`config.mk`:
```
export PLATFORM = sky130hd
export DESIGN_NAME = stable_priority_queue
export DESIGN_NICKNAME = d
export VERILOG_FILES = /design/src/rtl/spq_pkg.sv /design/src/rtl/spq_ctrl.sv /design/src/rtl/spq_datapath.sv /design/src/rtl/stable_priority_queue.sv
export SDC_FILE = /design/constraint.sdc
export NUM_CORES = 2
export LEC_CHECK = 0
export BUFFER_PORTS_ARGS = -buffer_cell sky130_fd_sc_hd__buf_2
export CAP_MARGIN = 10
export CORE_MARGIN = 2
export CORE_UTILIZATION = 35
export CTS_CLUSTER_DIAMETER = 120
export CTS_CLUSTER_SIZE = 16
export DETAILED_ROUTE_END_ITERATION = 12
export GPL_TIMING_DRIVEN = 0
export MAX_ROUTING_LAYER = met4
export SETUP_SLACK_MARGIN = 0.2
export SYNTH_ARGS = -nofsm -noshare
export SYNTH_HDL_FRONTEND = slang
export SYNTH_SLANG_ARGS = --single-unit
export TNS_END_PERCENT = 50
```
`constraint.sdc`:
```
create_clock -name clock -period 5.75 [get_ports clock]
set_input_delay 0 -clock clock [delete_from_list [all_inputs] [get_ports clock]]
set_output_delay 0 -clock clock [all_outputs]
set_load 0.005 [all_outputs]
```
`src/rtl/spq_pkg.sv`:
```
// Package for the stable priority queue: shared widths, codes, state and
// command types. It has no dependencies.
`timescale 1ns / 1ps
`default_nettype none
package spq_pkg;

   localparam int CAPACITY_DEF      = 16;
   localparam int PRIORITY_BITS_DEF = 16;

   localparam int VALUE_W     = 32;
   localparam int IN_PRIO_W   = 16;
   localparam int STATUS_W    = 2;
   localparam int COUNT_OUT_W = 5;

   typedef enum logic [0:0] {
      OP_ENQUEUE = 1'b0,
      OP_DEQUEUE = 1'b1
   } op_type;

   typedef enum logic [STATUS_W-1:0] {
      STAT_DONE      = 2'd0,
      STAT_DROP_FULL = 2'd1,
      STAT_DEQ_EMPTY = 2'd2
   } status_type;

   typedef enum logic [0:0] {
      ST_IDLE = 1'b0,
      ST_HOLD = 1'b1
   } state_type;

   // Command from the controller to the datapath.
   typedef struct packed {
      logic exec;
   } cmd_type;

endpackage
`default_nettype wire

```
`src/rtl/spq_ctrl.sv`:
```
// Controller for the stable priority queue: handshake state machine that
// issues execute commands to the datapath. Depends on spq_pkg.
`timescale 1ns / 1ps
`default_nettype none
module spq_ctrl (
   input  wire logic            clock,
   input  wire logic            reset,
   input  wire logic            req_valid,
   output logic                 req_stall,
   output logic                 rsp_valid,
   input  wire logic            rsp_stall,
   output spq_pkg::cmd_type     cmd
);

   spq_pkg::state_type state_ff;
   spq_pkg::state_type state_in;

   always_ff @(posedge clock) begin
      if (reset) begin
         state_ff <= spq_pkg::ST_IDLE;
      end else begin
         state_ff <= state_in;
      end
   end

   always_comb begin
      rsp_valid = 1'b0;
      state_in  = state_ff;
      case (state_ff)
         spq_pkg::ST_IDLE: begin
            rsp_valid = 1'b0;
         end
         spq_pkg::ST_HOLD: begin
            rsp_valid = 1'b1;
         end
         default: begin
            rsp_valid = 1'b0;
         end
      endcase
      // A new transfer may enter whenever the result register is free or
      // is being emptied in this same cycle.
      req_stall = rsp_valid && rsp_stall;
      cmd.exec  = req_valid && !req_stall;
      if (cmd.exec) begin
         state_in = spq_pkg::ST_HOLD;
      end else if (!rsp_stall) begin
         state_in = spq_pkg::ST_IDLE;
      end
   end

endmodule
`default_nettype wire

```
`src/rtl/spq_datapath.sv`:
```
// Datapath for the stable priority queue: sorted register cells with
// parallel compare-and-shift, fill count and result registers. Depends on spq_pkg.
`timescale 1ns / 1ps
`default_nettype none
module spq_datapath #(
   parameter int CAPACITY      = spq_pkg::CAPACITY_DEF,
   parameter int PRIORITY_BITS = spq_pkg::PRIORITY_BITS_DEF
) (
   input  wire logic                                   clock,
   input  wire logic                                   reset,
   input  wire spq_pkg::cmd_type                       cmd,
   input  wire logic                                   req_operation,
   input  wire logic        [spq_pkg::VALUE_W-1:0]     req_item_value,
   input  wire logic signed [spq_pkg::IN_PRIO_W-1:0]   req_item_priority,
   output logic             [spq_pkg::VALUE_W-1:0]     rsp_head_value,
   output logic signed      [spq_pkg::IN_PRIO_W-1:0]   rsp_head_priority,
   output logic             [spq_pkg::STATUS_W-1:0]    rsp_status,
   output logic             [spq_pkg::COUNT_OUT_W-1:0] rsp_entry_count,
   output logic                                        rsp_queue_empty
);

   localparam int CNT_W = $clog2(CAPACITY + 1);

   logic        [spq_pkg::VALUE_W-1:0] val_ff [CAPACITY];
   logic        [spq_pkg::VALUE_W-1:0] val_in [CAPACITY];
   logic signed [PRIORITY_BITS-1:0]    pri_ff [CAPACITY];
   logic signed [PRIORITY_BITS-1:0]    pri_in [CAPACITY];
   logic        [CNT_W-1:0]            count_ff;
   logic        [CNT_W-1:0]            count_in;

   logic signed [PRIORITY_BITS-1:0]    new_pri;
   logic        [CAPACITY-1:0]         gt;
   logic        [CAPACITY-1:0]         shift_en;
   logic                               is_full;
   logic                               is_empty;

   logic        [spq_pkg::VALUE_W-1:0]     head_value_ff, head_value_in;
   logic signed [spq_pkg::IN_PRIO_W-1:0]   head_pri_ff, head_pri_in;
   spq_pkg::status_type                    status_ff, status_in;
   logic        [spq_pkg::COUNT_OUT_W-1:0] count_out_ff, count_out_in;
   logic                                   empty_ff, empty_in;

   // The low PRIORITY_BITS bits of the field form the stored priority.
   assign new_pri  = PRIORITY_BITS'($unsigned(req_item_priority));
   assign is_full  = (count_ff == CNT_W'(CAPACITY));
   assign is_empty = (count_ff == '0);

   // A cell moves back when it holds a strictly larger priority number.
   always_comb begin
      for (int i = 0; i < CAPACITY; i++) begin
         gt[i] = (CNT_W'(i) < count_ff) && (pri_ff[i] > new_pri);
      end
      shift_en[0] = 1'b0;
      for (int i = 1; i < CAPACITY; i++) begin
         shift_en[i] = gt[i-1];
      end
   end

   always_comb begin
      val_in        = val_ff;
      pri_in        = pri_ff;
      count_in      = count_ff;
      head_value_in = '0;
      head_pri_in   = '0;
      status_in     = spq_pkg::STAT_DONE;
      if (req_operation == spq_pkg::OP_ENQUEUE) begin
         if (is_full) begin
            status_in = spq_pkg::STAT_DROP_FULL;
         end else begin
            for (int i = 0; i < CAPACITY; i++) begin
               if (!shift_en[i] && (gt[i] || (CNT_W'(i) == count_ff))) begin
                  val_in[i] = req_item_value;
                  pri_in[i] = new_pri;
               end
            end
            for (int i = 1; i < CAPACITY; i++) begin
               if (shift_en[i]) begin
                  val_in[i] = val_ff[i-1];
                  pri_in[i] = pri_ff[i-1];
               end
            end
            count_in = count_ff + 1'b1;
         end
      end else begin
         if (is_empty) begin
            status_in = spq_pkg::STAT_DEQ_EMPTY;
         end else begin
            head_value_in = val_ff[0];
            head_pri_in   = spq_pkg::IN_PRIO_W'(pri_ff[0]);
            for (int i = 0; i < CAPACITY - 1; i++) begin
               val_in[i] = val_ff[i+1];
               pri_in[i] = pri_ff[i+1];
            end
            count_in = count_ff - 1'b1;
         end
      end
      count_out_in = spq_pkg::COUNT_OUT_W'(count_in);
      empty_in     = (count_in == '0);
   end

   always_ff @(posedge clock) begin
      if (reset) begin
         count_ff <= '0;
      end else if (cmd.exec) begin
         count_ff <= count_in;
      end
   end

   always_ff @(posedge clock) begin
      if (cmd.exec) begin
         val_ff        <= val_in;
         pri_ff        <= pri_in;
         head_value_ff <= head_value_in;
         head_pri_ff   <= head_pri_in;
         status_ff     <= status_in;
         count_out_ff  <= count_out_in;
         empty_ff      <= empty_in;
      end
   end

   assign rsp_head_value    = head_value_ff;
   assign rsp_head_priority = head_pri_ff;
   assign rsp_status        = status_ff;
   assign rsp_entry_count   = count_out_ff;
   assign rsp_queue_empty   = empty_ff;

endmodule
`default_nettype wire

```
`src/rtl/stable_priority_queue.sv`:
```
// Latency: a result is valid in the cycle after its request transfer.
// Throughput: one request per cycle while the result side does not stall.
// Each operation is one parallel compare-and-shift over the register cells.
// Reset clears the fill count and the result valid flag; cell contents are
// left as they are and are never read before they are written.
`timescale 1ns / 1ps
`default_nettype none
module stable_priority_queue #(
   parameter int CAPACITY      = spq_pkg::CAPACITY_DEF,
   parameter int PRIORITY_BITS = spq_pkg::PRIORITY_BITS_DEF
) (
   input  wire logic                                   clock,
   input  wire logic                                   reset,
   input  wire logic                                   req_valid,
   output logic                                        req_stall,
   input  wire logic                                   req_operation,
   input  wire logic        [spq_pkg::VALUE_W-1:0]     req_item_value,
   input  wire logic signed [spq_pkg::IN_PRIO_W-1:0]   req_item_priority,
   output logic                                        rsp_valid,
   input  wire logic                                   rsp_stall,
   output logic             [spq_pkg::VALUE_W-1:0]     rsp_head_value,
   output logic signed      [spq_pkg::IN_PRIO_W-1:0]   rsp_head_priority,
   output logic             [spq_pkg::STATUS_W-1:0]    rsp_status,
   output logic             [spq_pkg::COUNT_OUT_W-1:0] rsp_entry_count,
   output logic                                        rsp_queue_empty
);

   // The controller owns the handshake and tells the datapath when a
   // transfer is taken. The datapath then updates the sorted cells and
   // loads the result register in that same clock edge.
   spq_pkg::cmd_type cmd;

   spq_ctrl u_ctrl (
      .clock     (clock),
      .reset     (reset),
      .req_valid (req_valid),
      .req_stall (req_stall),
      .rsp_valid (rsp_valid),
      .rsp_stall (rsp_stall),
      .cmd       (cmd)
   );

   // Entries are kept in ascending priority order with the head in cell
   // zero. An enqueue lands after every entry of equal or smaller
   // priority, so equal priorities leave in arrival order.
   spq_datapath #(
      .CAPACITY      (CAPACITY),
      .PRIORITY_BITS (PRIORITY_BITS)
   ) u_datapath (
      .clock             (clock),
      .reset             (reset),
      .cmd               (cmd),
      .req_operation     (req_operation),
      .req_item_value    (req_item_value),
      .req_item_priority (req_item_priority),
      .rsp_head_value    (rsp_head_value),
      .rsp_head_priority (rsp_head_priority),
      .rsp_status        (rsp_status),
      .rsp_entry_count   (rsp_entry_count),
      .rsp_queue_empty   (rsp_queue_empty)
   );

endmodule
`default_nettype wire

```
# [After elaboration in Yosys (flattened, before gate mapping)]
# Cells that the tools add are included.
[op_classes] add_sub_neg=2 magnitude_cmp=32 n_eq_ne=19 mux=77 bitwise_logic=3 reduce_logical=100
[ops] operator="two-way mux 32 bit" n=31
[ops] operator="two-way mux 480 bit" n=2
[ops] operator="two-way mux 512 bit" n=1
[ops] operator="two-way mux 16 bit" n=31
[ops] operator="two-way mux 240 bit" n=2
[ops] operator="> comparator 16 bit" n=16
[ops] operator="two-way mux 256 bit" n=1
[ops] operator="AND reduction 4 bit" n=16
[ops] operator="nonzero test 3 bit" n=14
[ops] operator="== test 4 x 5 -> 1 bit, first input constant" n=8
[ops] operator="less-than comparator 4 x 5 -> 1 bit, first input constant" n=8
[ops] operator="logical AND 1 bit" n=33
[ops] operator="== test 3 x 5 -> 1 bit, first input constant" n=4
[ops] operator="less-than comparator 3 x 5 -> 1 bit, first input constant" n=4
[ops] operator="zero test 1 bit" n=16
[ops] operator="logical OR 1 bit" n=16
[ops] operator="two-way mux 5 bit" n=3
[ops] operator="== test 2 x 5 -> 1 bit, first input constant" n=2
[ops] operator="zero test 5 bit" n=2
[ops] operator="less-than comparator 1 x 5 -> 1 bit, first input constant" n=2
[ops] operator="less-than comparator 2 x 5 -> 1 bit, first input constant" n=2
[ops] operator="adder 5 x 1 -> 5 bit, second input constant" n=1
[ops] operator="== test 1 x 5 -> 1 bit, first input constant" n=1
[ops] operator="== test 5 bit, second input constant" n=1
[ops] operator="other kinds (9)" n=16
[word_totals] register_bits=830 in_bits=53 elab_cells=272

# [Logic depth before layout (Yosys ltp)]
[depth] depth_word=8 mapped_depth=12 mapped_depth_nobuf=9

# [Cells and area by module]
# A second synthesis with hierarchy kept.
[unflattened] hier_cells=4301 area_unflattened_um2=46171.8
[modules_own_cells] module="spq_datapath" n_inst=1 cells_each=4296 area_per_inst_um2=46125.5 seq_area_each_um2=24843.8
[modules_own_cells] module="spq_ctrl" n_inst=1 cells_each=5 area_per_inst_um2=46.3 seq_area_each_um2=20.0

# [Worst setup path before layout]
# Ideal clock, no wire load.
[synth_timing] kind="flip-flop to flip-flop" startpoint="register u_ctrl.state_ff" endpoint="register u_datapath.pri_ff[64] in the netlist's numbering (enable)" t_arrival_ns=5.264 t_required_ns=5.268 setup_slack_ns=0.003 stages_incl_launch_ff=7 synth_period_minus_slack_ns=5.747 path_cell_list="dfxtp_1 and2_1 nor2b_1 clkbuf_1 nand2_1 clkbuf_1 a31oi_1"
[synth_via] elab_chain_len=6
[synth_lines] element="start, declared" line_no="spq_ctrl.sv:15" source="spq_pkg::state_type state_ff;"
[synth_lines] element="start signal, assigned" line_no="spq_ctrl.sv:20" source="state_ff <= spq_pkg::ST_IDLE;"
[synth_lines] element="start signal, assigned" line_no="spq_ctrl.sv:22" source="state_ff <= state_in;"
[synth_lines] element="inverter 1 bit" line_no="spq_ctrl.sv:29" source="case (state_ff)"
[synth_lines] element="case mux 1 bit (2 select lines) (*)" line_no="spq_ctrl.sv:29"
[synth_lines] element="logical AND 1 bit (*)" line_no="spq_ctrl.sv:42" source="req_stall = rsp_valid && rsp_stall;"
[synth_lines] element="via req_stall" line_no="stable_priority_queue.sv:15" source="output logic req_stall,"
[synth_lines] element="zero test 1 bit (*)" line_no="spq_ctrl.sv:43" source="cmd.exec = req_valid && !req_stall;"
[synth_lines] element="logical AND 1 bit (*)" line_no="spq_ctrl.sv:43"
[synth_lines] element="via cmd" line_no="stable_priority_queue.sv:31" source="spq_pkg::cmd_type cmd;"
[synth_lines] element="AND reduction 4 bit (no source line) (*)"
[synth_lines] element="end signal, assigned" line_no="spq_datapath.sv:112" source="pri_ff <= pri_in;"
[synth_lines] element="end, declared" line_no="spq_datapath.sv:26" source="logic signed [PRIORITY_BITS-1:0] pri_ff [CAPACITY];"
# Mark *: on every way through the listed nets, which the timed path passes. The rest lies on a longest branch.
# A chain may end at the register's enable or synchronous reset.

# [Worst setup path after layout]
[layout_timing] startpoint="register u_datapath.count_ff[1]" endpoint="register u_datapath.val_ff[18] in the netlist's numbering (enable)"
[layout_via] elab_chain_len=6
[layout_lines] element="start, declared" line_no="spq_datapath.sv:28" source="logic [CNT_W-1:0] count_ff;"
[layout_lines] element="start signal, assigned" line_no="spq_datapath.sv:105" source="count_ff <= count_in;"
[layout_lines] element="less-than comparator 4 x 5 -> 1 bit" line_no="spq_datapath.sv:51" source="gt[i] = (CNT_W'(i) < count_ff) && (pri_ff[i] > new_pri);"
[layout_lines] element="logical AND 1 bit" line_no="spq_datapath.sv:51"
[layout_lines] element="zero test 1 bit / logical OR 1 bit (equally long branches)" line_no="spq_datapath.sv:71" source="if (!shift_en[i] && (gt[i] || (CNT_W'(i) == count_ff))) begin"
[layout_lines] element="logical AND 1 bit" line_no="spq_datapath.sv:71"
[layout_lines] element="nonzero test 2 bit (no source line)"
[layout_lines] element="AND reduction 4 bit (no source line) (*)"
[layout_lines] element="end signal, assigned" line_no="spq_datapath.sv:111" source="val_ff <= val_in;"
[layout_lines] element="end, declared" line_no="spq_datapath.sv:24" source="logic [spq_pkg::VALUE_W-1:0] val_ff [CAPACITY];"
# Every way passes the cells marked *; elsewhere a longest branch is shown, timed or not.

==> results.cfg <==
[outcome]
outcome = completed

[layout]
drive_gt1_frac = 0.0795
fin_cells = 6322
area_growth_pct = 11.9
layout.nets = 4843
fin_area_mm2 = 0.0516

[worst_setup_path]
crit_path_start = u_datapath.count_ff[1]$_SDFFE_PP0P_
timing.rr.start = u_datapath.count_ff[1]$_SDFFE_PP0P_
critPathArrivalTime_ns = 5.71
slowest_delay_ns = 0.71
cp_top_family = buffers and inverters
path_buf_inv = 7
critPathKind = flop to flop
crit_chain = clkbuf_1 -> inv_1 -> ha_1 -> a31oi_1 -> buf_2 -> clkbuf_1 -> clkbuf_2 -> clkbuf_2 -> o311a_2 -> buf_12
crit_fanout = 31
worstSetupStartpointType = flop
critPathRequiredTime_ns = 6.13
end_kind = flop
slowest_stage = clkbuf_1

[sta]
rsz0062_at_grt = false
fmax_mhz = 187
tightest_slew_ns = 1.16
hold_violations = 0
final-max-slew-violation-count = 0
post-route-min-period_ns = 5.33
post-route-period-util = 0.928
whs_ns = 0.0776
relSlewSlack = 0.220
clock_skew_ns = 0.0300
setup_viol = 0

[pwr]
seqPwrFrac = 0.494
swShare = 0.340
ir_drop_mv = 0.265
intPower_mw = 11.3
clockPowerShare = 0.236
p_per_area_mw_per_mm2 = 332
power_leakage_nw = 18.1
pwr-share-comb = 0.270
p_sw_mw = 5.82

[synthesis]
synth_cell_types = 75
async_flop_share = 0
synth_area_leader_cell = edfxtp_1
synth_top_area_share = 0.536
ys.flop_type = edfxtp_1
netlist_instances = 4287
synth_fp_nets = 4601
yosysWarnings = 0
yosysSeqAreaShare = 0.539
synth-edff-count = 824
synthTopCellsByArea = edfxtp_1, ha_1, nand2_1, o211ai_1, a221o_1
ys_seq_elements = 830
syn_area_per_cell_um2 = 10.8
synth_area_mm2 = 0.0462

[floorplanning]
chipWidth_um = 367
core_mm2 = 0.131
start_util = 0.352
die_h_um = 367
core.rowCount = 133
io_pins = 111
die_area_mm2 = 0.135

[placed_design]
dp_cells = 6172
place_hpwl_mm = 128
port_buffers = 110
place_area_mm2 = 0.0495
globalplace.congestion = 0.974

[cts]
cts_root_buffer = clkbuf_16
cts_tree = done
clkSlewWorstSetupHoldPaths_ns = 0.08
htree_levels = 2
cts_buffers = 57
clock_path_buffers = 3
insertion_delay_ns = 0.69
clock_sinks = 830

[global_route]
grtUsageTotal = 0.236
grt_pass1_wl_mm = 233
overflow = 0
antenna_found_initial = 17
grt_pass1_vias = 35754
grt_max_degree = 51

[routing]
via_count = 36190
drc = 0
antenna_left = 0
avgViaCountPerCell = 5.72
finalWirelength_mm = 160
drt_iter0_markers = 4162
first_pass_iters = 6
post_drt_wl_per_cell_um = 25.3

[hold_path]
hp-start = rsp_stall
hold_path_class = primary input to flop

[run]
drv_cap = 0
## flip-flops by register name, summed over array words and instances (netlist names)
signal	cells
u_datapath.pri_ff	256
u_ctrl.state_ff	1
u_datapath.rsp_head_priority	16
u_datapath.val_ff	512
u_datapath.rsp_status	2
u_datapath.rsp_queue_empty	1
u_datapath.count_ff	5
u_datapath.rsp_entry_count	5
u_datapath.rsp_head_value	32
## final cells by class
class | instances | area [um2]
Antenna cell | 16 | 40.0
Buffer | 326 | 1420
Clock buffer | 79 | 1540
Clock inverter | 2 | 36.3
Fill cell | 13143 | 79500
Inverter | 100 | 375
Multi-Input combinational cell | 3031 | 19600
Sequential cell | 830 | 24900
Tap cell | 1755 | 2200
Timing Repair Buffer | 183 | 1540
## power groups by stage
| stage | clock network (mW) | registers, mW | logic (mW) |
|---|---|---|---|
| after floorplan | 0 | 8.41 | 2.91 |
| after global placement | 0 | 8.65 | 4.27 |
| after detailed placement | 0 | 8.57 | 4.54 |
| after CTS | 4.10 | 8.44 | 4.58 |
| after global routing | 4.31 | 8.54 | 5.01 |
| final | 4.04 | 8.46 | 4.63 |
## cells by family after synthesis
| group | Yosys count | synth area share |
|---|---|---|
| muxes | 202 | 0.0455 |
| DFF | 830 | 0.539 |
| xor gates and xnor gates | 4 | 0.000759 |
| adders and majority gates | 261 | 0.0707 |
| and+or+nand+nor | 1553 | 0.146 |
| AOI/OAI and AO/OA | 1011 | 0.160 |
| buffers and inverters | 426 | 0.0387 |
## worst min-delay path, cell delays in order
cell and delay [ns]:
buf_2 0.07, and2_1 0.15, nor2b_1 0.06, clkbuf_4 0.25
## routing by layer
layer	GRT usage	part of all wire	vias to the layer above
met5	-	0	-
met4	0.0545	0.022	0
met3	0.0391	0.082	181
met2	0.370	0.46	1592
met1	0.319	0.44	17599
li1	-	-	16818
## worst paths after layout
| check | endpoint | slack [ns] | cells past startpoint |
|---|---|---|---|
| max | u_datapath.val_ff[18]$_DFFE_PP_ | 0.42 | 10 |
| min | u_datapath.rsp_head_priority[2]$_SDFFCE_PP0P_ | 0.08 | 4 |
| max reg2reg | u_datapath.val_ff[18]$_DFFE_PP_ | 0.42 | 10 |
| min reg2reg | u_datapath.rsp_head_value[20]$_SDFFCE_PP0P_ | 0.55 | 1 |
## metrics by stage
step | setup WS [ns] | util | TNS (ns) | power [mW]
after floorplan | 0.00311 | - | 0 | 11.3
after global placement | -3.49 | 0.373 | -1805.81 | 12.9
after detailed placement | 0.108 | 0.377 | 0 | 13.1
after CTS | 0.420 | 0.393 | 0 | 17.1
after global routing | 0.394 | 0.394 | 0 | 17.9
final | 0.416 | 0.394 | 0 | 17.1
## Yosys cell counts (3+ instances only)
cell type / count
o21ai_0: 134
xnor2_1: 3
a21oi_1: 133
or3_1: 7
o211ai_1: 398
nand3_1: 321
a221o_1: 194
nor4_1: 13
a21o_1: 26
clkbuf_1: 233
buf_6: 6
o31ai_1: 4
ha_1: 261
nor2_1: 191
mux2_2: 51
a2111oi_0: 4
nand2b_1: 7
o22ai_1: 5
dfxtp_1: 6
and2_1: 53
o31a_1: 4
inv_1: 99
mux2i_1: 149
buf_4: 17
a311oi_1: 4
nor3_1: 22
a31oi_1: 13
and3_1: 7
a41o_1: 6
a221oi_1: 5
buf_2: 61
nand4_1: 46
nand2_1: 852
nor2b_1: 14
or4_1: 4
a21boi_0: 3
buf_1: 9
o21ai_1: 36
a211oi_1: 11
o21a_1: 3
edfxtp_1: 824
## timing repair
item,4_1_cts,5_1_grt
hold buffers,52,0
resized for setup,1,2
setup buffers,0,0
pin swaps,0,0
endpoints found under the hold margin,195,0
setup endpoints to repair,31,31
## cells in the final DEF, fill, tap and decap left out, types with 7 or more instances in the layout
cell type and instances:
and2_1 53, nand4_1 46, buf_2 171, a21oi_1 129, a211oi_1 11, nand2_1 852
buf_12 13, buf_1 9, a221o_1 194, nor3_1 22, dlygate4sd3_1 52, buf_4 17
ha_1 261, nor2b_1 14, nand3_1 321, diode_2 16, nand2b_1 7, edfxtp_1 824
clkbuf_16 58, or3_1 7, mux2i_1 149, buf_16 7, a31oi_1 10, o211ai_1 398
o21ai_1 36, mux2_2 51, nor2_1 187, nor4_1 13, and3_1 7, o21ai_0 134
clkbuf_1 249, a21o_1 26, inv_1 99
No activity file was read; power rests on OpenSTA's default activity.
